[config.mk]
export PLATFORM = sky130hd
export DESIGN_NAME = cell_mode_vote_byte_decoder
export DESIGN_NICKNAME = d
export VERILOG_FILES = /design/src/cmvb_pkg.sv /design/src/cmvb_cell_mem.sv /design/src/cmvb_mode_walk.sv /design/src/cell_mode_vote_byte_decoder.sv
export SDC_FILE = /design/constraint.sdc
export NUM_CORES = 1
export LEC_CHECK = 0
export BUFFER_PORTS_ARGS = -buffer_cell sky130_fd_sc_hd__buf_2
export CAP_MARGIN = 20
export CORE_MARGIN = 3
export CORE_UTILIZATION = 30
export DETAILED_ROUTE_END_ITERATION = 10
export GPL_ROUTABILITY_DRIVEN = 1
export SETUP_SLACK_MARGIN = 0.15
export SLEW_MARGIN = 20
export SYNTH_ARGS = -nofsm -noshare
export SYNTH_HDL_FRONTEND = slang
export SYNTH_SLANG_ARGS = --single-unit
[constraint.sdc]
create_clock -name clk -period 6.8 [get_ports clk]
set_input_delay 1.02 -clock clk [delete_from_list [all_inputs] [get_ports clk]]
set_output_delay 1.02 -clock clk [all_outputs]
set_load 0.1 [all_outputs]
[src/cmvb_pkg.sv]
// ----------------------------------------------------------------------------
// Cell mode vote byte decoder package
// Shared constants, state encodings and the mode walk result type.
// ----------------------------------------------------------------------------
package cmvb_pkg;

	localparam int unsigned MAX_CELL_SIDE_DEF = 8;
	localparam logic [3:0] CELL_SIDE_RESET = 4'd4;
	localparam logic [7:0] MODE_THRESHOLD = 8'd100;
	localparam logic [2:0] LAST_BIT_POS = 3'd7;

	typedef enum logic [1:0] {
		ST_LOAD,
		ST_WALK,
		ST_PACK
	} top_state_t;

	typedef enum logic [2:0] {
		W_IDLE,
		W_FETCH,
		W_HOLD,
		W_SCAN,
		W_DONE
	} walk_state_t;

	typedef struct packed {
		logic       done;
		logic [7:0] mode;
	} walk_res_t;

endpackage

[src/cmvb_cell_mem.sv]
// ----------------------------------------------------------------------------
// Cell pixel store
// One write port and one read port with registered read data.
// ----------------------------------------------------------------------------
module cmvb_cell_mem #(
	parameter int unsigned DEPTH = 64,
	parameter int unsigned AW    = 6
) (
	input  logic          clk,
	input  logic          we,
	input  logic [AW-1:0] waddr,
	input  logic [7:0]    wdata,
	input  logic [AW-1:0] raddr,
	output logic [7:0]    rdata
);

	logic [7:0] mem_q [DEPTH];

	always_ff @(posedge clk) begin
		if (we) begin
			mem_q[waddr] <= wdata;
		end
		rdata <= mem_q[raddr];
	end

endmodule

[src/cmvb_mode_walk.sv]
// ----------------------------------------------------------------------------
// Cell mode walk
// Counts the occurrences of every stored value with one shared comparator
// and keeps the first value that reaches the highest count.
// ----------------------------------------------------------------------------
module cmvb_mode_walk #(
	parameter int unsigned AW = 6,
	parameter int unsigned CW = 7
) (
	input  logic               clk,
	input  logic               arst_n,
	input  logic               start,
	input  logic [AW-1:0]      last_idx,
	input  logic [7:0]         rd_data,
	output logic [AW-1:0]      rd_addr,
	output cmvb_pkg::walk_res_t res
);

	cmvb_pkg::walk_state_t state_q, state_d;
	logic [AW-1:0] last_q;
	logic [AW-1:0] i_q;
	logic [AW-1:0] k_q;
	logic [7:0]    vi_q;
	logic [CW-1:0] cnt_q;
	logic [CW-1:0] best_cnt_q;
	logic [7:0]    best_val_q;
	logic [CW-1:0] cnt_new;

	assign cnt_new = cnt_q + CW'(rd_data == vi_q);

	always_ff @(posedge clk or negedge arst_n) begin
		if (!arst_n) begin
			state_q <= cmvb_pkg::W_IDLE;
		end else begin
			state_q <= state_d;
		end
	end

	always_comb begin
		state_d = state_q;
		rd_addr = i_q;
		res.done = 1'b0;
		res.mode = best_val_q;
		case (state_q)
			cmvb_pkg::W_IDLE: begin
				if (start) begin
					state_d = cmvb_pkg::W_FETCH;
				end
			end
			cmvb_pkg::W_FETCH: begin
				rd_addr = i_q;
				state_d = cmvb_pkg::W_HOLD;
			end
			cmvb_pkg::W_HOLD: begin
				rd_addr = '0;
				state_d = cmvb_pkg::W_SCAN;
			end
			cmvb_pkg::W_SCAN: begin
				rd_addr = k_q + AW'(1);
				if (k_q == last_q) begin
					if (i_q == last_q) begin
						state_d = cmvb_pkg::W_DONE;
					end else begin
						state_d = cmvb_pkg::W_FETCH;
					end
				end
			end
			cmvb_pkg::W_DONE: begin
				res.done = 1'b1;
				state_d = cmvb_pkg::W_IDLE;
			end
			default: begin
				state_d = cmvb_pkg::W_IDLE;
			end
		endcase
	end

	always_ff @(posedge clk) begin
		case (state_q)
			cmvb_pkg::W_IDLE: begin
				if (start) begin
					last_q     <= last_idx;
					i_q        <= '0;
					best_cnt_q <= '0;
				end
			end
			cmvb_pkg::W_HOLD: begin
				vi_q  <= rd_data;
				k_q   <= '0;
				cnt_q <= '0;
			end
			cmvb_pkg::W_SCAN: begin
				cnt_q <= cnt_new;
				k_q   <= k_q + AW'(1);
				if (k_q == last_q) begin
					i_q <= i_q + AW'(1);
					if (cnt_new > best_cnt_q) begin
						best_cnt_q <= cnt_new;
						best_val_q <= vi_q;
					end
				end
			end
			default: begin
			end
		endcase
	end

endmodule

[src/cell_mode_vote_byte_decoder.sv]
// ----------------------------------------------------------------------------
// Cell mode vote byte decoder
// Stores one square cell of pixels, takes the mode of the cell, turns it
// into one bit and packs eight such bits into each output byte.
//
//   Channel  Direction  Contents
//   s_*      in         pixel_value, first_of_image
//   m_*      out        data_byte
//   cfg_*    in         cell_side
//
// A pixel that does not end its cell leaves the input open for the next one.
// After the last pixel of a cell is taken, the input stays closed through the
// mode walk, which compares one pair of stored values per cycle, through the
// hand-over of its result and through the packing of its bit.
// Reset leaves cell_side at 4, the pixel count and the bit packer at zero.
// An output byte waits in its register while the next cell is loaded; the
// input stalls only if a new byte is finished before the old one is taken.
// ----------------------------------------------------------------------------
module cell_mode_vote_byte_decoder #(
	parameter int unsigned MAX_CELL_SIDE = cmvb_pkg::MAX_CELL_SIDE_DEF
) (
	input  logic       clk,
	input  logic       arst_n,
	input  logic       s_tvalid,
	output logic       s_tready,
	input  logic [7:0] s_tdata,   // [7:0] pixel_value
	input  logic       s_tuser,   // [0] first_of_image
	output logic       m_tvalid,
	input  logic       m_tready,
	output logic [7:0] m_tdata,   // [7:0] data_byte
	input  logic       cfg_we,
	input  logic [3:0] cfg_wdata  // [3:0] cell_side
);

	localparam int unsigned DEPTH = MAX_CELL_SIDE * MAX_CELL_SIDE;
	localparam int unsigned AW = (DEPTH > 1) ? $clog2(DEPTH) : 1;
	localparam int unsigned CW = $clog2(DEPTH + 1);
	localparam int unsigned SW = $clog2(MAX_CELL_SIDE + 1);

	cmvb_pkg::top_state_t state_q, state_d;
	cmvb_pkg::walk_res_t  walk_res;

	logic [3:0]    cell_side_q;
	logic [SW-1:0] side_eff;
	logic [CW-1:0] n_pix;
	logic [CW-1:0] pix_cnt_q;
	logic [CW-1:0] pix_base;
	logic [CW-1:0] pix_next;
	logic [7:0]    packed_q;
	logic [2:0]    bit_pos_q;
	logic          bit_q;
	logic [7:0]    packed_new;
	logic [7:0]    out_q;
	logic          out_valid_q;
	logic          in_fire;
	logic          cell_end;
	logic          slot_free;
	logic          byte_full;
	logic [AW-1:0] rd_addr;
	logic [7:0]    rd_data;

	always_comb begin
		if (cell_side_q == 4'd0) begin
			side_eff = SW'(1);
		end else if (32'(cell_side_q) > 32'(MAX_CELL_SIDE)) begin
			side_eff = SW'(MAX_CELL_SIDE);
		end else begin
			side_eff = SW'(cell_side_q);
		end
	end

	assign n_pix      = CW'(side_eff) * CW'(side_eff);
	assign in_fire    = s_tvalid && s_tready;
	assign pix_base   = (s_tuser || pix_cnt_q >= n_pix) ? '0 : pix_cnt_q;
	assign pix_next   = pix_base + CW'(1);
	assign cell_end   = pix_next >= n_pix;
	assign slot_free  = !out_valid_q || m_tready;
	assign byte_full  = bit_pos_q == cmvb_pkg::LAST_BIT_POS;
	assign packed_new = packed_q | (8'(bit_q) << bit_pos_q);
	assign m_tvalid   = out_valid_q;
	assign m_tdata    = out_q;

	cmvb_cell_mem #(
		.DEPTH (DEPTH),
		.AW    (AW)
	) u_mem (
		.clk   (clk),
		.we    (in_fire),
		.waddr (pix_base[AW-1:0]),
		.wdata (s_tdata),
		.raddr (rd_addr),
		.rdata (rd_data)
	);

	cmvb_mode_walk #(
		.AW (AW),
		.CW (CW)
	) u_walk (
		.clk      (clk),
		.arst_n   (arst_n),
		.start    (in_fire && cell_end),
		.last_idx (AW'(n_pix - CW'(1))),
		.rd_data  (rd_data),
		.rd_addr  (rd_addr),
		.res      (walk_res)
	);

	always_ff @(posedge clk or negedge arst_n) begin
		if (!arst_n) begin
			state_q <= cmvb_pkg::ST_LOAD;
		end else begin
			state_q <= state_d;
		end
	end

	always_comb begin
		state_d  = state_q;
		s_tready = 1'b0;
		case (state_q)
			cmvb_pkg::ST_LOAD: begin
				s_tready = 1'b1;
				if (in_fire && cell_end) begin
					state_d = cmvb_pkg::ST_WALK;
				end
			end
			cmvb_pkg::ST_WALK: begin
				if (walk_res.done) begin
					state_d = cmvb_pkg::ST_PACK;
				end
			end
			cmvb_pkg::ST_PACK: begin
				if (!byte_full || slot_free) begin
					state_d = cmvb_pkg::ST_LOAD;
				end
			end
			default: begin
				state_d = cmvb_pkg::ST_LOAD;
			end
		endcase
	end

	always_ff @(posedge clk or negedge arst_n) begin
		if (!arst_n) begin
			cell_side_q <= cmvb_pkg::CELL_SIDE_RESET;
			pix_cnt_q   <= '0;
			packed_q    <= '0;
			bit_pos_q   <= '0;
			bit_q       <= 1'b0;
			out_q       <= '0;
			out_valid_q <= 1'b0;
		end else begin
			if (state_q == cmvb_pkg::ST_PACK && byte_full && slot_free) begin
				out_valid_q <= 1'b1;
			end else if (m_tready) begin
				out_valid_q <= 1'b0;
			end
			if (cfg_we) begin
				cell_side_q <= cfg_wdata;
				pix_cnt_q   <= '0;
			end else if (in_fire) begin
				pix_cnt_q <= cell_end ? '0 : pix_next;
			end
			case (state_q)
				cmvb_pkg::ST_LOAD: begin
					if (in_fire && s_tuser) begin
						packed_q  <= '0;
						bit_pos_q <= '0;
					end
				end
				cmvb_pkg::ST_WALK: begin
					if (walk_res.done) begin
						bit_q <= walk_res.mode > cmvb_pkg::MODE_THRESHOLD;
					end
				end
				cmvb_pkg::ST_PACK: begin
					if (!byte_full) begin
						packed_q  <= packed_new;
						bit_pos_q <= bit_pos_q + 3'd1;
					end else if (slot_free) begin
						out_q     <= packed_new;
						packed_q  <= '0;
						bit_pos_q <= '0;
					end
				end
				default: begin
				end
			endcase
		end
	end

endmodule

# Yosys cells after proc, flatten, opt, wreduce, memory -nomap -nowiden
# Memory sizes are Yosys's and may differ from the RTL's. A register that Yosys moved wholly into a read port is not among the register bits.
# Index checks and enable logic that the tools add are counted.
# word_totals
regBits,85
mem_bits_rw,512
in_bits,18
output_inout_bits,10
word_cells,114
memories,1
# op_classes
addsub,6
mul,1
n_lt_le_gt_ge,5
n_eq_ne,18
shift,1
muxes,38
bitwise,1
reduce_logical,27
# memory_table
name,words,word_bits,rd,rd_ports_with_merged_regs,write_ports,line,text
u_mem.mem_q,64,8,1,1,1,cmvb_cell_mem.sv:17,logic [7:0] mem_q [DEPTH];
# op_table
operator,n
7-bit two-way mux,7
6-bit case mux with 2 select lines,3
7-bit case mux with 2 select lines,2
8-bit two-way mux,3
3-bit two-way mux,6
8-bit case mux with 2 select lines,1
3-bit AND reduction,5
7-bit greater-or-equal comparator,2
"6-bit by 1-bit adder with 6-bit output, second input constant",2
6-bit == test,2
6-bit two-way mux,2
3-bit case mux with 4 select lines,1
"2-bit by 1-bit != test with 1-bit output, second input constant",5
2-bit nonzero test,5
8-bit == test,1
"8-bit by 7-bit greater-than comparator with 1-bit output, second input constant",1
4-bit two-way mux,2
8-bit OR,1
1-bit by 3-bit left shift with 8-bit output,1
7-bit by 1-bit adder with 7-bit output,1
"7-bit by 1-bit adder with 7-bit output, second input constant",1
7-bit greater-than comparator,1
4-bit by 4-bit multiplier with 7-bit output,1
"3-bit by 2-bit == test with 1-bit output, second input constant",2
other kinds (21),39

# Depth between registers and ports, before layout
# Gate-level depths: netlist of run 1.
# depth
depth_word,12
depth_mapped,23
mapped_depth_nobuf,23

# Cells and area by module
# From an unflattened synthesis of run 1, not the netlist that was laid out.
# unflattened
hier_cells,1375
hier_area_um2,24871.4
# by_module_without_submodules
mod,instances,cells_per_inst,area_each_um2
cmvb_cell_mem,1,940,20166.8
cmvb_mode_walk,1,180,2408.6
cell_mode_vote_byte_decoder,1,255,2296.0

# Worst setup path before layout of run 1
# OpenSTA, ideal clock, no wires.
# synth_timing
kind,register to register
from,register cell_side_q[2]
to,register u_walk.last_q[1] (enable)
arrival_time_ns,4.651
path_slack_ns,1.768
path_stages_with_launch,23
n_path_buf,1
synth_period_minus_slack_ns,5.032
cell_sequence,dfstp_2 > nand2b_1 > nor2_1 > nand2_1 > fa_1 > ha_1 > o211ai_1 > a21oi_2 > o22ai_2 > o21ai_2 > buf_6 > nor2_1 > ha_1 > xor2_1 > ha_1 > o21ai_0 > o21bai_1 > a21oi_1 > a211oi_1 > a211oi_2 > o21ai_2 > nand2_1 > nor4_1
# synth_between
elab_chain_len,11
elab_cells_between_ends,12
# synth_rtl
element,line,text
"start, declared",cell_mode_vote_byte_decoder.sv:43,logic [3:0] cell_side_q;
"start signal, assigned",cell_mode_vote_byte_decoder.sv:144,cell_side_q <= cmvb_pkg::CELL_SIDE_RESET;
"start signal, assigned",cell_mode_vote_byte_decoder.sv:158,cell_side_q <= cfg_wdata;
4-bit greater-than comparator,cell_mode_vote_byte_decoder.sv:65,end else if (32'(cell_side_q) > 32'(MAX_CELL_SIDE)) begin
4-bit two-way mux,cell_mode_vote_byte_decoder.sv:65,
4-bit two-way mux *,cell_mode_vote_byte_decoder.sv:63,if (cell_side_q == 4'd0) begin
4-bit by 4-bit multiplier with 7-bit output *,cell_mode_vote_byte_decoder.sv:72,assign n_pix = CW'(side_eff) * CW'(side_eff);
7-bit greater-or-equal comparator,cell_mode_vote_byte_decoder.sv:74,assign pix_base = (s_tuser || pix_cnt_q >= n_pix) ? '0 : pix_cnt_q;
1-bit logical OR,cell_mode_vote_byte_decoder.sv:74,
7-bit two-way mux,cell_mode_vote_byte_decoder.sv:74,
7-bit by 1-bit adder with 7-bit output,cell_mode_vote_byte_decoder.sv:75,assign pix_next = pix_base + CW'(1);
7-bit greater-or-equal comparator *,cell_mode_vote_byte_decoder.sv:76,assign cell_end = pix_next >= n_pix;
1-bit logical AND *,cell_mode_vote_byte_decoder.sv:101,".start (in_fire && cell_end),"
2-bit AND reduction (no line) *,-,
"end signal, assigned",cmvb_mode_walk.sv:82,last_q <= last_idx;
"end, declared",cmvb_mode_walk.sv:20,logic [AW-1:0] last_q;
# Mark *: on every way between the ends. The rest lies on a longest branch, timed or not.
# A chain may end at the register's enable or synchronous reset.

# Worst setup path after layout of run 1
# layout_timing
from,register cell_side_q[2]
to,register u_walk.last_q[5] (enable)
# The elaborated chain is that of the path after synthesis.

==> impl_metrics.csv, run 1 <==
group,metric,value,unit
floorplan,core-area,84000,um2
worst_setup_path,cp_max_fo,23,
clock_network,tritoncts,"built",
yosys,synth.top_cells.by_count,"edfxtp_1, nand2_1, nand3_1, mux2i_1, nor2_1",
sta,setup_violations,0,
clock_network,htree_num_levels,2,
pwr,p_int,0.00778,W
clock_network,cts_setup_buffers,0,
yosys,yosysWarnings,0,
yosys,synth_seq_cells,604,
sta,fin_crit_sh,88.7,%
yosys,synth_edf_count,559,
worst_setup_path,critical_path_arrival,6280,ps
yosys,ys_seq_area_share,70.1,%
floorplan,fp-row-count,106,
clock_network,numCtsBuffers,59,
pwr,power,0.0129,W
routing,ant_nets,0,
worst_setup_path,r2r_slack,770,ps
pwr,sw_frac_of_total,39.5,%
flow_run,drv_cap,0,
yosys,synthTopCellsByArea,"edfxtp_1, nand2_1, mux2i_1",
worst_setup_path,worstRegToRegCells,23,
sta,hold_viol,0,
sta,slew_headroom,28.9,%
clock_network,worstSkewPairLatency,630,ps
global_route,grt.total_usage,13.0,%
floorplan,die_area,88500,um2
floorplan,die_width,297,um
routing,wl_met3,2870,um
hold_path,min_path_type,"register to register",
global_route,antenna_found_initial,0,
layout,layout-drive-gt1-share,8.51,%
routing,vias,15300,
yosys,synth_cells,1947,
routing,wl_per_cell,18.8,um
clock_network,cts_sinks,604,
floorplan,initial_utilization,30.4,%
sta,fmax,166,MHz
worst_setup_path,cp-start-kind,"register",
yosys,synthArstFlopShare,6.13,%
clock_network,ctsHoldBuffers,0,
layout,final_cells,3131,
sta,timing.hold.ws,464,ps
pwr,powerDensity,449,nW/um2
pwr,seq_power_share,33.3,%
sta,post-route-min-period,6030,ps
yosys,yosysUniqueCellTypes,74,
clock_network,cts_root_buffer,"clkbuf_16",
pwr,vdd_drop_max,577,uV
placement,gp_congestion,0.828,
worst_setup_path,endpoint,"u_walk.last_q[5]",
sta,grt_setup_unrepaired,"no",
floorplan,ios,28,
routing,wl_met2,29000,um
worst_setup_path,end_kind,"register",
clock_network,path_clk_slew,60,ps
routing,drt_iter0_drc,1175,
pwr,clkPwrFrac,25.0,%
yosys,syn-cell-area,25500,um2
floorplan,die_h,297,um
yosys,synthFlopType,"edfxtp_1",
pwr,comb_power_share,41.7,%
routing,detail_route.first_pass.iterations,5,
global_route,grt_pass1_vias,15200,
worst_setup_path,critPathKind,"register to register",
sta,fin_skew,27.3,ps
pwr,p_leak,9.99,nW
placement,numPortBuffers,27,
sta,setup_tns,0,ps
clock_network,cts_resized,0,
sta,worstMarginPinSlew,1060,ps
worst_setup_path,required,7050,ps
pwr,p_sw,0.00508,W
status,outcome,"finished clean",
worst_setup_path,reg2reg_to,"u_walk.last_q[5]",
worst_setup_path,r2r-start,"cell_side_q[2]",
sta,slew_violations,0,
clock_network,cts_buffer_depth,3,
yosys,yosysTopAreaCell,"edfxtp_1",
global_route,grt_pass1_wl,90900,um
routing,drc,0,
worst_setup_path,startpoint,"cell_side_q[2]",
layout,final_area,28600,um2
placement,place_inst,3022,
yosys,yosysMostFrequentCell,"edfxtp_1",
routing,maxUsedRoutingLayer,"met4",
placement,dpl.hpwl,35500,um
routing,detail_route.vias_per_cell,4.87,
yosys,yosys.area.top_type_share,65.9,%
routing,wirelength,58900,um
global_route,grt-ovfl-total,0,
global_route,grt_max_degree,185,
layout,nets,1993,
layout,area_growth,12.4,%
yosys,syn_avg_cell_area,13.1,um2
placement,post_dp_cell_area,26700,um2
routing,wirelength_met1,25700,um
layout,antenna_cells,0,
[final cells by class]
type                       count  area, um2
fill                        8083      55300
clock inverter                31        268
inverter                      19       71.3
timing repair buffer          53        355
tap                         1134       1420
sequential                   604      17900
clock buffer                  78       1650
multi-input combinational   1212       6990
[routing by layer]
metal / GRT usage [%] / up-vias
li1: - / 7153
met1: 17.2 / 7640
met2: 22.4 / 381
met3: 2.01 / 86
met4: 3.16 / 0
met5: 0 / -
[flip-flops by register name, indices dropped and copies added (netlist names)]
name and count:
u_mem.mem_q 512, m_tdata 8, packed_q 8, u_mem.rdata 8, u_walk.best_val_q 8, u_walk.vi_q 8, pix_cnt_q 7, u_walk.best_cnt_q 7
u_walk.cnt_q 7, u_walk.i_q 6, u_walk.k_q 6, u_walk.last_q 5, cell_side_q 4, bit_pos_q 3, u_walk.state_q 3, state_q 2
bit_q 1, m_tvalid 1
[cells in the final DEF, fill, tap and decap left out, drive strengths merged, types with 10 or more instances in the layout]
cell	netlist	final
nor2	112	112
mux2i	121	121
o21ai	12	12
nand2b	11	11
nand2	454	454
xnor2	25	25
buf	75	53
and3	43	43
edfxtp	559	559
xor2	13	13
o22ai	18	18
clkinv	0	21
clkbuf	38	78
o211ai	11	11
nand4	10	10
nor4	10	10
a221oi	16	16
and2	12	12
nand3	140	140
ha	25	25
a21oi	37	37
inv	19	21
a31oi	33	33
dfrtp	36	36
[power by group through the flow]
stage / logic [W] / registers [W] / clock network, W
finish: 0.00536 / 0.00428 / 0.00322
floorplan: 0.00389 / 0.00433 / 0
global route: 0.00584 / 0.00429 / 0.00344
global placement: 0.00531 / 0.00436 / 0
detailed placement: 0.00537 / 0.00436 / 0
CTS: 0.00539 / 0.00428 / 0.00329
[worst min-delay path by stage]
stage,to,cells past startpoint,startpoint
floorplan,u_walk.vi_q[0],0,u_mem.rdata[0]
detailed placement,u_walk.vi_q[7],0,u_mem.rdata[7]
CTS,u_walk.vi_q[7],0,u_mem.rdata[7]
global route,u_walk.vi_q[7],0,u_mem.rdata[7]
finish,u_walk.vi_q[3],0,u_mem.rdata[3]
global placement,u_walk.vi_q[3],0,u_mem.rdata[3]
[cell families after synthesis]
kind of cell	count (synthesis)	share of synthesized area (%)
XOR/XNOR	38	1.31
AO/OA/AOI/OAI	190	5.43
buffers and inverters	132	2.50
other	1	0.0147
flip-flops	604	70.1
adder cells (fa/ha/maj)	27	1.35
AND/OR/NAND/NOR	830	14.3
multiplexers	125	4.93
[stage by stage]
step / util, % / setup WS [ps]
floorplan: - / 1770
global placement: 31.8 / 1140
detailed placement: 31.8 / 901
CTS: 34.1 / 858
global route: 34.1 / 229
finish: 34.1 / 771
[critical path, stage by stage (launching register included)]
cell and delay, ps:
dfstp_2 560, nand2b_1 80, nor2_1 170, nand2_1 110, fa_1 470, xor2_1 310, ha_1 240, nor2_1 60
a21oi_2 260, o22ai_2 140, o21ai_2 150, buf_4 260, nor2_1 120, ha_1 250, xor2_1 200, ha_1 290
o21ai_0 90, o21bai_1 150, a21oi_1 140, a211oi_1 320, a211oi_2 110, o21ai_2 330, nand2_1 120, nor4_1 720
(Power assumes the default switching activity.)
==> run 2: changes to the inputs <==
--- a/config.mk
+++ b/config.mk
@@ -9,6 +9,7 @@
 export CAP_MARGIN = 20
 export CORE_MARGIN = 3
 export CORE_UTILIZATION = 30
+export CTS_BUF_LIST = sky130_fd_sc_hd__clkbuf_8
 export DETAILED_ROUTE_END_ITERATION = 10
 export GPL_ROUTABILITY_DRIVEN = 1
 export SETUP_SLACK_MARGIN = 0.15
==> run 2 against run 1 <==
Sequential power barely moved. Global-route usage up 0.16 points. Highest routed layer unchanged. First-iteration DRC count up 16%. Die area unchanged. Sequential share of layout area up 0.21 points. Utilization fell by 0.11 points. Hold slack worse by 15 ps. Count of clock-buffer cells in the layout grew 27. Via count grew 1.8%.
==> impl_metrics.csv, run 2 (same netlist as run 1, synthesis figures left out) <==
group,metric,value,unit
status,outcome,"finished clean",
pwr,p_leak,10.1,nW
routing,wirelength,59400,um
sta,hold_viol,0,
clock_network,ctsHoldBuffers,0,
placement,gp_congestion,0.828,
placement,place_inst,3022,
clock_network,path_clk_slew,60,ps
sta,slew_headroom,26.5,%
worst_setup_path,critPathKind,"register to register",
floorplan,initial_utilization,30.4,%
layout,top_register,"u_mem.mem_q",
sta,fmax,166,MHz
sta,grt_setup_unrepaired,"no",
clock_network,htree_num_levels,3,
worst_setup_path,required,7090,ps
global_route,grt.total_usage,13.2,%
placement,dpl.hpwl,35500,um
layout,area_growth,12.0,%
layout,fillCellCount,8146,
sta,fin_skew,22.4,ps
layout,regArea,17900,um2
routing,drt_iter0_drc,1360,
routing,ant_nets,0,
routing,wl_per_cell,18.6,um
layout,final_area,28500,um2
global_route,grt_max_degree,185,
placement,post_dp_cell_area,26700,um2
global_route,grt_pass1_vias,15600,
layout,layout-drive-gt1-share,9.87,%
sta,worstMarginPinSlew,1100,ps
routing,detail_route.vias_per_cell,4.85,
global_route,grt_pass1_wl,91600,um
sta,setup_violations,0,
layout,multiInputGateArea,6990,um2
routing,detail_route.first_pass.iterations,5,
layout,final_cells,3202,
worst_setup_path,crit_chain,"nand2b_1 > nor2_1 > nand2_1 > fa_1 > xor2_1 > ha_1 > nor2_1 > a21oi_2 > o22ai_2 > o21ai_2 > buf_4 > nor2_1 > ha_1 > xor2_1 > ha_1 > o21ai_0 > o21bai_1 > a21oi_1 > a211oi_1 > a211oi_2 > o21ai_2 > nand2_1 > nor4_1",
worst_setup_path,max_stage_delay,710,ps
clock_network,tritoncts,"built",
worst_setup_path,critical_path_arrival,6310,ps
worst_setup_path,end_kind,"register",
layout,nets,2031,
floorplan,ios,28,
worst_setup_path,cp_max_fo,23,
routing,vias,15500,
routing,drc,0,
floorplan,fp-row-count,106,
worst_setup_path,slowest_stage,"nor4_1",
clock_network,cts_buffer_depth,3,
clock_network,cts_setup_buffers,0,
floorplan,core-area,84000,um2
flow_run,drv_cap,0,
placement,numPortBuffers,27,
clock_network,cts_sinks,604,
floorplan,die_width,297,um
clock_network,worstSkewPairLatency,680,ps
layout,final_common_cell,"edfxtp_1",
floorplan,die_area,88500,um2
clock_network,cts_resized,0,
clock_network,cts_root_buffer,"clkbuf_8",
hold_path,min_path_type,"input port to async pin",
layout,largest_reg_flops,512,
layout,final_cell_mix,"edfxtp_1, nand2_1, nand3_1, mux2i_1, nor2_1",
floorplan,die_h,297,um
global_route,antenna_found_initial,1,
pwr,powerDensity,440,nW/um2
sta,fin_crit_sh,88.5,%
sta,post-route-min-period,6020,ps
pwr,vdd_drop_max,585,uV
sta,slew_violations,0,
clock_network,numCtsBuffers,97,
global_route,grt-ovfl-total,0,
sta,setup_tns,0,ps
worst_setup_path,cp-start-kind,"register",
==> run 2: cell types whose count changed in the layout (fill, tap and decap cells not counted), sizes merged <==
cell      previous run  this run
clkinvlp             5         3
bufinv               3         2
inv                 21        57
clkinv              21        31
clkbuf              78       105
diode                0         1
==> run 2: layout make-up <==
| type | instances | share of cell area, % |
|---|---|---|
| well taps | 1134 | 4.97 |
| repair buffers | 53 | 1.25 |
| clock buffers | 105 | 5.06 |
| diodes | 1 | 0.00877 |
| multi-input cells | 1212 | 24.5 |
| flip-flops and latches | 604 | 62.6 |
| inverters | 19 | 0.250 |
| clock inverters | 74 | 1.32 |
==> run 2: power breakdown <==
| group | switching (W) | total (W) | internal (W) |
|---|---|---|---|
| Clock | 0.00141 | 0.00292 | 0.00150 |
| Combinational | 0.00361 | 0.00537 | 0.00176 |
| Sequential | 0.0000838 | 0.00428 | 0.00420 |
==> run 2: path summary, 6_finish.rpt <==
check	startpoint	endpoint	slack (ps)	cells after the start
worst min-delay path	arst_n	cell_side_q[0]	450	1
worst min register to register	u_mem.rdata[3]	u_walk.vi_q[3]	460	0
worst max-delay path	cell_side_q[2]	u_walk.last_q[5]	780	23
min in group clk	u_mem.rdata[3]	u_walk.vi_q[3]	460	0
max in group asynchronous	arst_n	bit_pos_q[1]	5810	1
worst max register to register	cell_side_q[2]	u_walk.last_q[5]	780	23
==> run 2: stage by stage <==
| step | worst slack, ps | power (W) | util [%] | hold WS (ps) |
|---|---|---|---|---|
| floorplan | 1770 | 0.00822 | - | 429 |
| global placement | 1140 | 0.00966 | 31.8 | 454 |
| detailed placement | 901 | 0.00973 | 31.8 | 450 |
| CTS | 852 | 0.0127 | 34.0 | 414 |
| global route | 197 | 0.0133 | 34.0 | 469 |
| finish | 783 | 0.0126 | 34.0 | 449 |
==> run 2: metal layers <==
metal	up-vias	track usage (%)	routed length (um)
li1	7255	-	-
met5	-	0	0
met1	7718	17.0	25500
met3	91	2.41	3260
met4	0	4.56	1500
met2	471	22.2	29100
==> run 2: worst max-delay path: cells and delay by family, from the launching register on <==
family	cells	cell delay, ps
and+or+nand+nor	7	1380
DFF	1	560
adders and majority gates	4	1240
buffers and inverters	1	260
AOI/OAI and AO/OA	9	1670
xor gates and xnor gates	2	510
